[config.mk]
export PLATFORM = sky130hd
export DESIGN_NAME = job_slot_dispatch_queue_top_flat
export DESIGN_NICKNAME = d
export VERILOG_FILES = /design/src/jsdq_pkg.sv /design/src/jsdq_if.sv /design/src/job_slot_dispatch_queue_top.sv /design/src/flat_wrapper.sv
export VERILOG_INCLUDE_DIRS = /design/src /design/src/src
export SDC_FILE = /design/constraint.sdc
export NUM_CORES = 1
export LEC_CHECK = 0
export BUFFER_PORTS_ARGS = -buffer_cell sky130_fd_sc_hd__buf_2
export CAP_MARGIN = 20
export CORE_MARGIN = 2
export CORE_UTILIZATION = 50
export DETAILED_ROUTE_END_ITERATION = 12
export PLACE_DENSITY = 0.64
export SETUP_SLACK_MARGIN = 0.15
export SLEW_MARGIN = 20
export SYNTH_ARGS = -nofsm -noshare
export SYNTH_HDL_FRONTEND = slang
export SYNTH_SLANG_ARGS = --single-unit
[constraint.sdc]
create_clock -name clock -period 4.1 [get_ports clock]
set_input_delay 1.23 -clock clock [delete_from_list [all_inputs] [get_ports clock]]
set_output_delay 1.23 -clock clock [all_outputs]
set_load 0.01 [all_outputs]
[src/job_slot_dispatch_queue_top_assert.svh]
// ----------------------------------------------------------------------------
// Job slot dispatch queue assertion macros
// Concurrent check macros shared by the dispatch queue RTL.
// ----------------------------------------------------------------------------
`ifndef JOB_SLOT_DISPATCH_QUEUE_TOP_ASSERT_SVH
`define JOB_SLOT_DISPATCH_QUEUE_TOP_ASSERT_SVH

// Same-cycle implication, masked while reset is high.
`define JSDQ_ASSERT_IMPLY(label, clk, rst, ante, cons, msg) \
   label: assert property (@(posedge clk) disable iff (rst) (ante) |-> (cons)) \
      else $error(msg);

// Next-cycle implication, masked while reset is high.
`define JSDQ_ASSERT_NEXT(label, clk, rst, ante, cons, msg) \
   label: assert property (@(posedge clk) disable iff (rst) (ante) |=> (cons)) \
      else $error(msg);

`endif

[src/jsdq_pkg.sv]
// ----------------------------------------------------------------------------
// Job slot dispatch queue package
// Sizes, request/status/phase codes and item types of the dispatch queue.
// ----------------------------------------------------------------------------
package jsdq_pkg;

   localparam int JOB_SLOTS   = 16;
   localparam int GROUP_COUNT = 16;
   localparam int QUEUE_DEPTH = 16;

   localparam int REQ_W    = 3;
   localparam int JOB_W    = 4;
   localparam int GROUP_W  = 4;
   localparam int STATUS_W = 2;
   localparam int COUNT_W  = 5;
   localparam int QPTR_W   = $clog2(QUEUE_DEPTH);
   localparam int FILL_W   = $clog2(QUEUE_DEPTH + 1);

   typedef logic [REQ_W-1:0]    req_code_type;
   typedef logic [STATUS_W-1:0] status_type;
   typedef logic [1:0]          phase_type;
   typedef logic [JOB_W-1:0]    job_type;
   typedef logic [GROUP_W-1:0]  group_type;
   typedef logic [COUNT_W-1:0]  count_type;
   typedef logic [QPTR_W-1:0]   qptr_type;
   typedef logic [FILL_W-1:0]   fill_type;

   localparam req_code_type REQ_SUBMIT      = 3'd0;
   localparam req_code_type REQ_DISPATCH    = 3'd1;
   localparam req_code_type REQ_FINISH      = 3'd2;
   localparam req_code_type REQ_FREE        = 3'd3;
   localparam req_code_type REQ_QUERY_DONE  = 3'd4;
   localparam req_code_type REQ_QUERY_GROUP = 3'd5;

   localparam status_type ST_OK       = 2'd0;
   localparam status_type ST_FULL     = 2'd1;
   localparam status_type ST_EMPTY    = 2'd2;
   localparam status_type ST_BADSTATE = 2'd3;

   localparam phase_type PH_FREE = 2'd0;
   localparam phase_type PH_WAIT = 2'd1;
   localparam phase_type PH_WORK = 2'd2;
   localparam phase_type PH_DONE = 2'd3;

   localparam count_type COUNT_MAX = 5'd31;

   typedef struct packed {
      req_code_type req_type;
      job_type      job_id;
      group_type    group_id;
      logic         auto_release;
   } req_item_type;

   typedef struct packed {
      status_type status;
      job_type    slot_out;
      logic       is_complete;
      count_type  group_running;
      fill_type   queued_total;
   } rsp_item_type;

   // ready ring entry keeps the group next to the slot so dispatch needs no table lookup
   typedef struct packed {
      job_type   slot;
      group_type group;
   } ring_entry_type;

endpackage

[src/jsdq_if.sv]
// ----------------------------------------------------------------------------
// Job slot dispatch queue channel interfaces
// Valid/ready request and response channels of the dispatch queue.
// ----------------------------------------------------------------------------
interface jsdq_req_if;
   logic                   valid;
   logic                   ready;
   jsdq_pkg::req_code_type req_type;
   jsdq_pkg::job_type      job_id;
   jsdq_pkg::group_type    group_id;
   logic                   auto_release;

   modport source (output valid, output req_type, output job_id, output group_id,
                   output auto_release, input ready);
   modport sink   (input valid, input req_type, input job_id, input group_id,
                   input auto_release, output ready);
endinterface

interface jsdq_rsp_if;
   logic                 valid;
   logic                 ready;
   jsdq_pkg::status_type status;
   jsdq_pkg::job_type    slot_out;
   logic                 is_complete;
   jsdq_pkg::count_type  group_running;
   jsdq_pkg::fill_type   queued_total;

   modport source (output valid, output status, output slot_out, output is_complete,
                   output group_running, output queued_total, input ready);
   modport sink   (input valid, input status, input slot_out, input is_complete,
                   input group_running, input queued_total, output ready);
endinterface

[src/job_slot_dispatch_queue_top.sv]
// ----------------------------------------------------------------------------
// Job slot dispatch queue
// Task table with lowest-free slot allocation, per-group running counts and
// an in-order ready ring. Each request item (submit, dispatch, finish, free,
// query complete, query group) yields exactly one response item. Requests are
// captured in an input register, handled by one pass of logic over the slot
// table, group counters and ready ring, and the response lands in an output
// register: one item per cycle sustained while the response port is ready.
// The throughput is set by the read-modify-write of the group counter and
// slot phase table in one pass of logic. The input register keeps taking
// items while a response waits, until both stages are full. No clearing
// pass after reset: the phase table and group counters reset in flops.
// ----------------------------------------------------------------------------
`include "job_slot_dispatch_queue_top_assert.svh"

module job_slot_dispatch_queue_top (
   input logic       clock,
   input logic       reset,
   jsdq_req_if.sink  req_port,
   jsdq_rsp_if.source rsp_port
);
   import jsdq_pkg::*;

   // pipeline control
   logic         in_valid_ff, in_valid_in;
   req_item_type in_item_ff;
   logic         rsp_valid_ff, rsp_valid_in;
   rsp_item_type rsp_ff, rsp_in;
   logic         advance, step, req_take;

   // state
   phase_type      phase_ff [JOB_SLOTS];
   phase_type      phase_in [JOB_SLOTS];
   group_type      slot_group_ff [JOB_SLOTS];
   logic           slot_auto_ff [JOB_SLOTS];
   count_type      count_ff [GROUP_COUNT];
   ring_entry_type ring_ff [QUEUE_DEPTH];
   qptr_type       rd_ptr_ff, rd_ptr_in;
   qptr_type       wr_ptr_ff, wr_ptr_in;
   fill_type       fill_ff, fill_in;

   // single-pass datapath
   logic           free_found;
   job_type        free_idx;
   ring_entry_type head;
   group_type      cnt_addr;
   count_type      cnt_rd, cnt_new;
   logic           cnt_we, slot_we, push, pop;
   logic [JOB_SLOTS-1:0] wait_vec;

   assign advance  = !rsp_valid_ff || rsp_port.ready;
   assign step     = in_valid_ff && advance;
   assign req_port.ready = !in_valid_ff || advance;
   assign req_take = req_port.valid && req_port.ready;

   always_comb begin
      if (req_take) begin
         in_valid_in = 1'b1;
      end else if (advance) begin
         in_valid_in = 1'b0;
      end else begin
         in_valid_in = in_valid_ff;
      end
      rsp_valid_in = advance ? in_valid_ff : rsp_valid_ff;
   end

   // lowest free slot
   always_comb begin
      free_found = 1'b0;
      free_idx   = '0;
      for (int i = JOB_SLOTS - 1; i >= 0; i--) begin
         if (phase_ff[i] == PH_FREE) begin
            free_found = 1'b1;
            free_idx   = JOB_W'(i);
         end
      end
   end

   always_comb begin
      for (int i = 0; i < JOB_SLOTS; i++) begin
         wait_vec[i] = (phase_ff[i] == PH_WAIT);
      end
   end

   assign head = ring_ff[rd_ptr_ff];

   // one counter read port; the request picks which group it touches
   always_comb begin
      unique case (in_item_ff.req_type)
         REQ_DISPATCH: begin
            cnt_addr = head.group;
         end
         REQ_FINISH: begin
            cnt_addr = slot_group_ff[in_item_ff.job_id];
         end
         default: begin
            cnt_addr = in_item_ff.group_id;
         end
      endcase
   end

   assign cnt_rd = count_ff[cnt_addr];

   always_comb begin
      phase_in = phase_ff;
      cnt_we   = 1'b0;
      cnt_new  = cnt_rd;
      slot_we  = 1'b0;
      push     = 1'b0;
      pop      = 1'b0;
      rsp_in   = '0;
      rsp_in.status = ST_OK;

      unique case (in_item_ff.req_type)
         REQ_SUBMIT: begin
            if (int'(in_item_ff.group_id) >= GROUP_COUNT) begin
               rsp_in.status = ST_BADSTATE;
            end else if (!free_found || fill_ff >= FILL_W'(QUEUE_DEPTH)) begin
               rsp_in.status = ST_FULL;
            end else begin
               phase_in[free_idx] = PH_WAIT;
               slot_we = 1'b1;
               push    = 1'b1;
               cnt_we  = 1'b1;
               cnt_new = (cnt_rd < COUNT_MAX) ? cnt_rd + 1'b1 : cnt_rd;
               rsp_in.slot_out      = free_idx;
               rsp_in.group_running = cnt_new;
            end
         end
         REQ_DISPATCH: begin
            if (fill_ff == '0) begin
               rsp_in.status = ST_EMPTY;
            end else begin
               pop = 1'b1;
               phase_in[head.slot] = PH_WORK;
               rsp_in.slot_out      = head.slot;
               rsp_in.group_running = cnt_rd;
            end
         end
         REQ_FINISH: begin
            if (int'(in_item_ff.job_id) >= JOB_SLOTS ||
                phase_ff[in_item_ff.job_id] != PH_WORK) begin
               rsp_in.status = ST_BADSTATE;
               rsp_in.is_complete = (int'(in_item_ff.job_id) < JOB_SLOTS) &&
                                    (phase_ff[in_item_ff.job_id] == PH_DONE);
            end else begin
               cnt_we  = 1'b1;
               cnt_new = (cnt_rd != '0) ? cnt_rd - 1'b1 : cnt_rd;
               phase_in[in_item_ff.job_id] =
                  slot_auto_ff[in_item_ff.job_id] ? PH_FREE : PH_DONE;
               rsp_in.is_complete   = !slot_auto_ff[in_item_ff.job_id];
               rsp_in.group_running = cnt_new;
            end
         end
         REQ_FREE: begin
            if (int'(in_item_ff.job_id) >= JOB_SLOTS ||
                phase_ff[in_item_ff.job_id] != PH_DONE) begin
               rsp_in.status = ST_BADSTATE;
            end else begin
               phase_in[in_item_ff.job_id] = PH_FREE;
            end
         end
         REQ_QUERY_DONE: begin
            if (int'(in_item_ff.job_id) >= JOB_SLOTS) begin
               rsp_in.status = ST_BADSTATE;
            end else begin
               rsp_in.is_complete = (phase_ff[in_item_ff.job_id] == PH_DONE);
            end
         end
         REQ_QUERY_GROUP: begin
            if (int'(in_item_ff.group_id) >= GROUP_COUNT) begin
               rsp_in.status = ST_BADSTATE;
            end else begin
               rsp_in.group_running = cnt_rd;
            end
         end
         default: begin
            // unused codes: no operation
         end
      endcase

      // push and pop never happen together
      if (push) begin
         fill_in = fill_ff + 1'b1;
      end else if (pop) begin
         fill_in = fill_ff - 1'b1;
      end else begin
         fill_in = fill_ff;
      end
      wr_ptr_in = wr_ptr_ff;
      rd_ptr_in = rd_ptr_ff;
      if (push) begin
         wr_ptr_in = (wr_ptr_ff == QPTR_W'(QUEUE_DEPTH - 1)) ? '0 : wr_ptr_ff + 1'b1;
      end
      if (pop) begin
         rd_ptr_in = (rd_ptr_ff == QPTR_W'(QUEUE_DEPTH - 1)) ? '0 : rd_ptr_ff + 1'b1;
      end
      rsp_in.queued_total = fill_in;
   end

   // control state
   always_ff @(posedge clock) begin
      if (reset) begin
         in_valid_ff  <= 1'b0;
         rsp_valid_ff <= 1'b0;
         rd_ptr_ff    <= '0;
         wr_ptr_ff    <= '0;
         fill_ff      <= '0;
         for (int i = 0; i < JOB_SLOTS; i++) begin
            phase_ff[i] <= PH_FREE;
         end
         for (int g = 0; g < GROUP_COUNT; g++) begin
            count_ff[g] <= '0;
         end
      end else begin
         in_valid_ff  <= in_valid_in;
         rsp_valid_ff <= rsp_valid_in;
         if (step) begin
            phase_ff  <= phase_in;
            rd_ptr_ff <= rd_ptr_in;
            wr_ptr_ff <= wr_ptr_in;
            fill_ff   <= fill_in;
            if (cnt_we) begin
               count_ff[cnt_addr] <= cnt_new;
            end
         end
      end
   end

   // payload and write-before-read tables
   always_ff @(posedge clock) begin
      if (req_take) begin
         in_item_ff.req_type     <= req_port.req_type;
         in_item_ff.job_id       <= req_port.job_id;
         in_item_ff.group_id     <= req_port.group_id;
         in_item_ff.auto_release <= req_port.auto_release;
      end
      if (step) begin
         rsp_ff <= rsp_in;
         if (slot_we) begin
            slot_group_ff[free_idx] <= in_item_ff.group_id;
            slot_auto_ff[free_idx]  <= in_item_ff.auto_release;
         end
         if (push) begin
            ring_ff[wr_ptr_ff] <= '{slot: free_idx, group: in_item_ff.group_id};
         end
      end
   end

   assign rsp_port.valid         = rsp_valid_ff;
   assign rsp_port.status        = rsp_ff.status;
   assign rsp_port.slot_out      = rsp_ff.slot_out;
   assign rsp_port.is_complete   = rsp_ff.is_complete;
   assign rsp_port.group_running = rsp_ff.group_running;
   assign rsp_port.queued_total  = rsp_ff.queued_total;

   `JSDQ_ASSERT_IMPLY(a_fill_bound, clock, reset, 1'b1, fill_ff <= FILL_W'(QUEUE_DEPTH), "ready ring fill above depth")
   `JSDQ_ASSERT_IMPLY(a_fill_matches_waiting, clock, reset, 1'b1, $countones(wait_vec) == int'(fill_ff), "ready ring fill differs from waiting slot count")
   `JSDQ_ASSERT_NEXT(a_dispatch_working, clock, reset, step && pop, phase_ff[$past(head.slot)] == PH_WORK, "dispatched slot not working")
   `JSDQ_ASSERT_NEXT(a_step_gives_rsp, clock, reset, step, rsp_valid_ff, "handled item produced no response")

endmodule
[src/flat_wrapper.sv]
// flat-port wrapper written by rule: the top's interface ports become plain ports
module job_slot_dispatch_queue_top_flat import jsdq_pkg::*;
  (clock, reset, req_port_valid, req_port_req_type, req_port_job_id, req_port_group_id, req_port_auto_release, req_port_ready, rsp_port_valid, rsp_port_status, rsp_port_slot_out, rsp_port_is_complete, rsp_port_group_running, rsp_port_queued_total, rsp_port_ready);
  jsdq_req_if req_port_i ();
  jsdq_rsp_if rsp_port_i ();
  input logic clock;
  input logic reset;
  input wire logic [$bits(req_port_i.valid)-1:0] req_port_valid;
  input wire logic [$bits(req_port_i.req_type)-1:0] req_port_req_type;
  input wire logic [$bits(req_port_i.job_id)-1:0] req_port_job_id;
  input wire logic [$bits(req_port_i.group_id)-1:0] req_port_group_id;
  input wire logic [$bits(req_port_i.auto_release)-1:0] req_port_auto_release;
  output wire logic [$bits(req_port_i.ready)-1:0] req_port_ready;
  output wire logic [$bits(rsp_port_i.valid)-1:0] rsp_port_valid;
  output wire logic [$bits(rsp_port_i.status)-1:0] rsp_port_status;
  output wire logic [$bits(rsp_port_i.slot_out)-1:0] rsp_port_slot_out;
  output wire logic [$bits(rsp_port_i.is_complete)-1:0] rsp_port_is_complete;
  output wire logic [$bits(rsp_port_i.group_running)-1:0] rsp_port_group_running;
  output wire logic [$bits(rsp_port_i.queued_total)-1:0] rsp_port_queued_total;
  input wire logic [$bits(rsp_port_i.ready)-1:0] rsp_port_ready;
  assign req_port_i.valid = req_port_valid;
  assign req_port_i.req_type = req_port_req_type;
  assign req_port_i.job_id = req_port_job_id;
  assign req_port_i.group_id = req_port_group_id;
  assign req_port_i.auto_release = req_port_auto_release;
  assign req_port_ready = req_port_i.ready;
  assign rsp_port_valid = rsp_port_i.valid;
  assign rsp_port_status = rsp_port_i.status;
  assign rsp_port_slot_out = rsp_port_i.slot_out;
  assign rsp_port_is_complete = rsp_port_i.is_complete;
  assign rsp_port_group_running = rsp_port_i.group_running;
  assign rsp_port_queued_total = rsp_port_i.queued_total;
  assign rsp_port_i.ready = rsp_port_ready;
  job_slot_dispatch_queue_top u_core (.clock(clock), .reset(reset), .req_port(req_port_i), .rsp_port(rsp_port_i));
endmodule
# == Yosys cells after proc, flatten, opt, wreduce, memory -nomap -nowiden ==
# Memory sizes are Yosys's and may differ from the RTL's. A register that Yosys moved wholly into a read port is not among the register bits.
# Cells that the tools add are included.
# word_totals
inputBits,16
mem_bits_rw,288
n_memories,4
ff_bits,76
wordCells,206
output_inout_bits,19
# op_classes
n_addsub,6
magnitude_cmp,8
n_eq_ne,14
n_mux,96
n_bitwise,11
n_reduce_logical,37
# memory_table
name,words,word_bits,rd,rd_ports_with_merged_regs,wr,line,text
u_core.ring_ff,16,8,1,1,1,job_slot_dispatch_queue_top.sv:37,ring_entry_type ring_ff [QUEUE_DEPTH];
u_core.count_ff,16,5,1,0,16,job_slot_dispatch_queue_top.sv:36,count_type count_ff [GROUP_COUNT];
u_core.slot_group_ff,16,4,1,1,1,job_slot_dispatch_queue_top.sv:34,group_type slot_group_ff [JOB_SLOTS];
u_core.slot_auto_ff,16,1,1,1,1,job_slot_dispatch_queue_top.sv:35,logic slot_auto_ff [JOB_SLOTS];
# ops
cell,n
32-bit two-way mux,4
32-bit one-hot mux with 4 select lines,1
4-bit two-way mux,25
5-bit two-way mux,10
1-bit two-way mux,35
16-bit AND,2
32-bit AND,1
32-bit bitwise mux,1
2-bit zero test,16
16-bit NOT,2
32-bit NOT,1
16-bit OR,2
2-bit demux with 4-bit select,3
5-bit >= comparator (second input constant),4
5-bit one-hot mux with 4 select lines,1
2-bit two-way mux,9
4-bit one-hot mux with 2 select lines,2
5-bit by 1-bit < comparator with 1-bit output (second input constant),3
4-bit NOT with 5-bit output,3
2-bit != test (second input constant),6
5-bit by 1-bit adder with 5-bit output (second input constant),2
5-bit one-hot mux with 2 select lines,1
5-bit by 1-bit subtractor with 5-bit output (second input constant),2
4-bit by 1-bit adder with 4-bit output (second input constant),2
20 further kinds,34

# == Logic depth before layout (Yosys ltp) ==
# logic_depth
depth_word,27
mapped_depth,21
mapped_depth_nobuf,16

# == Worst setup path after synthesis ==
# No wires, ideal clock.
# synth_timing
kind,flip-flop to flip-flop
from,reg u_core.in_item_ff[9] (netlist bit)
to,mem u_core.count_ff[2][0] (netlist bit) (data pin)
arrival_time_ps,3825
synth_period_minus_slack_ps,4082
setup_ps,258
slack_ps,18
path_stages_with_launch,20
cell_sequence,edfxtp_1 buf_2 or3b_1 buf_2 a211oi_2 and4_4 nor2_2 buf_6 mux2_4 a2111oi_2 o211ai_2 inv_1 ha_1 inv_1 a41o_1 a211oi_2 o211ai_1 o211ai_2 buf_2 nor2_1
# synth_lines
item,line,text
start: declaration,job_slot_dispatch_queue_top.sv:26,req_item_type in_item_ff;
end: declaration,job_slot_dispatch_queue_top.sv:36,

==> run metrics <==
TritonRoute pass-1 iters=5; Final Util=0.627; Max H-tree Level=2; Setup-failing EPs final=53; dpl cells=1933; max-slew violations=0; post-route setup TNS=-1.69 ns; RSZ-0062 raised after global routing=true; die area=0.0358 mm^2; Seq/Total Area, Yosys=0.619; root buf cell=clkbuf_16; Die X=189 um; CP max stage delay=0.44 ns; final worst slack=-0.0719 ns; Crit-path slowest cell=or3b_4; # diodes=0; ys flop type=edfxtp_1; antenna violations before repair=0; hold_ws=0.495 ns; Vias=12400; clk_lat worst skew=0.54 ns; Cell Pwr Density=422 mW/mm^2; area leader, netlist=edfxtp_1; maximum number of pins on one net before global-route repair=64; final cycle utilization of the critical path=1.02; Max VDD drop=0.347 mV; max-cap violation count=0; Die Span Y=189 um; critical path arrival=4.46 ns; Initial Util=0.509; Hold Path Class=flip-flop to flip-flop; Final min period=4.17 ns; Ports=35; Yosys cell types=84; Worst EP required=4.39 ns; Max transition margin=0.302; layout cells sized above 1=0.292; static leakage=7.17 nW; Finished Layout Cells=2042; largest fanout on the critical path=8; Tightest Pin Transition=1.04 ns; Yosys reg bits=372; Worst Setup End Kind=flip-flop; Clock Path Buffers=3; grt ovf=0; DRC Markers=0; Yosys top cell area share=0.554; FP Rows=67; Vias/cell=6.09; Crit Path Class=flip-flop to flip-flop; clk slew on worst S/H paths=0.06 ns; Hold Vio Cnt, Final=0; synthesis-to-layout area growth=23.1%; vias in the first global route=12300; CTS sink cnt=372; WL per Instance=22.8 um; total wire length=46700 um; GRT Resource Usage Total=0.258; Layout Nets=1588; TritonCTS Buffers=40; hpwl dp=31800 um; antenna-violating nets left=0; skew final=0.0209 ns; TritonCTS clock tree=done; worst-path cell chain=or3b_4 > buf_8 > a211oi_4 > and4_4 > nor2_4 > mux2_4 > a2111oi_4 > o211ai_2 > inv_2 > ha_4 > inv_2 > a41o_1 > buf_6 > a21oi_4 > nor4_4 > a211oi_4 > buf_4 > clkbuf_16 > nor2_1; Synth async-reset ratio=0; Hold Buf Count CTS=0; Post-Syn Area=0.0172 mm^2; GP Congestion=0.966; Startpoint Class=flip-flop; failing checks=setup timing; Port Buffers=34; EDFF count, synth=317; syn_nets=1388; status=finished, violations left; Mean Syn Cell Area=12.6 um^2; initial DRC count=1309; Post-Synthesis Cells=1362; Core ar.=0.0337 mm^2; first-pass GRT wire length=70900 um; fmax=240 MHz; Yosys warnings=0; Synth area leaders=edfxtp_1 55%, dfxtp_1 6.4%, mux4_2 5.4%
## cell usage after synthesis (all sizes together) (23+ instances only)
cell,n
o211ai,23
a21oi,55
nand2b,33
inv,31
dfxtp,55
o21ai,78
nand3,28
buf,42
nor2,192
mux4,41
edfxtp,317
nand2,111
clkbuf,35
a22oi,27
mux2i,59
## registers in the layout, indices dropped and copies added (netlist names), named ones only
signal                         flops
u_core.count_ff                   80
u_core.fill_ff                     5
u_core.in_item_ff                 12
u_core.in_valid_ff                 1
u_core.phase_ff                   32
u_core.rd_ptr_ff                   4
u_core.ring_ff                   128
u_core.rsp_port.group_running      5
u_core.rsp_port.is_complete        1
u_core.rsp_port.queued_total       5
u_core.rsp_port.slot_out           4
u_core.rsp_port.status             2
u_core.rsp_port.valid              1
u_core.slot_auto_ff               16
u_core.slot_group_ff              64
u_core.wr_ptr_ff                   4
## per-stage QoR
step / cell area, um^2 / setup WS, ns / total power [mW]
floorplan: 17200 / 0.145 / 4.80
global placement: 18900 / -0.0781 / 5.21
detailed placement: 18900 / -0.176 / 5.22
CTS: 20600 / 0.0311 / 8.80
global route: 21100 / -0.140 / 9.19
finish: 21100 / -0.0719 / 8.92
## metal layers
layer / global-route usage / routed length, um / part of all wire
met1: 0.356 / 19300 / 0.41
met2: 0.430 / 22800 / 0.49
met3: 0.0354 / 3320 / 0.071
met4: 0.0781 / 1290 / 0.028
met5: 0 / 0 / 0
## path summary, 6_finish.rpt
kind                                         from                             endpoint  slack (ns)  cells after the start
setup / recovery   u_core.in_item_ff[9]$_DFFE_PP_  u_core.count_ff[1][2]$_SDFFCE_PN0P_       -0.07                     19
hold reg to reg   u_core.phase_ff[7]$_SDFFE_PP0P_      u_core.phase_ff[7]$_SDFFE_PP0P_        0.50                      2
setup reg to reg   u_core.in_item_ff[9]$_DFFE_PP_  u_core.count_ff[1][2]$_SDFFCE_PN0P_       -0.07                     19
hold / removal    u_core.phase_ff[7]$_SDFFE_PP0P_      u_core.phase_ff[7]$_SDFFE_PP0P_        0.50                      2
## where the power goes
part	internal, mW	switching [mW]
Combinational	0.524	0.684
Clock	2.03	1.48
Sequential	4.15	0.0432
Total	6.71	2.21
## what timing repair did
action | 4_1_cts | 5_1_grt
buffers inserted | 15 | 17
endpoints found under the setup margin | 85 | 85
pin swaps | 21 | 11
gates resized for setup | 47 | 94
gates cloned | 1 | 2
## worst max-delay path: cells and delay by family (launching register included)
kind,cells,cell delay (ns)
mux,1,0.32
flops,1,0.43
fa+ha+maj,1,0.14
buf+inv,6,0.76
simple gates,5,0.93
compound gates,6,1.31
## placed cells by master, fill, tap and decap left out, types with 6 or more instances in the layout
cell	Yosys	routed
a211oi_2	2	6
a211oi_1	18	12
and2_1	8	8
a22oi_1	27	25
nor2b_1	14	14
nand3_1	28	24
mux2_2	12	11
a311oi_1	20	20
buf_2	17	34
dfxtp_1	55	51
nand2b_1	33	32
nor2_2	3	12
a31oi_1	11	11
buf_4	11	171
clkbuf_16	0	42
buf_6	8	12
a21oi_1	53	50
mux4_2	41	41
o22ai_1	9	9
edfxtp_1	317	317
o211ai_1	19	19
o21ai_1	3	8
nor2_1	189	158
buf_12	0	14
clkinv_2	0	8
inv_1	31	28
ha_1	10	8
clkbuf_1	34	7
nand4_1	6	6
nor3_1	20	18
clkinv_1	0	6
nand2_1	111	108
a221oi_1	6	6
mux2i_1	59	52
o21ai_0	75	69
xnor2_1	6	6
and3_1	9	8
nor2_4	0	22
## layout make-up
class	count	area (um^2)
timing repair buffer	235	1960
multi-input combinational	882	6580
inverter	31	116
clock buffer	52	1100
sequential	372	10600
clock inverter	22	191
fill	2542	12600
tap	448	561
## cells by family (layout without fill, tap and decap cells)
kind of cell,count (synthesis),count (layout),share of synthesized area
flip-flops,372,372,0.619
buffers and inverters,108,340,0.0308
XOR/XNOR,9,9,0.00459
multiplexers,115,115,0.0985
adder cells (fa/ha/maj),10,10,0.00729
AND/OR/NAND/NOR,453,453,0.121
AO/OA/AOI/OAI,295,295,0.119
No activity file was read; power rests on OpenSTA's default activity.
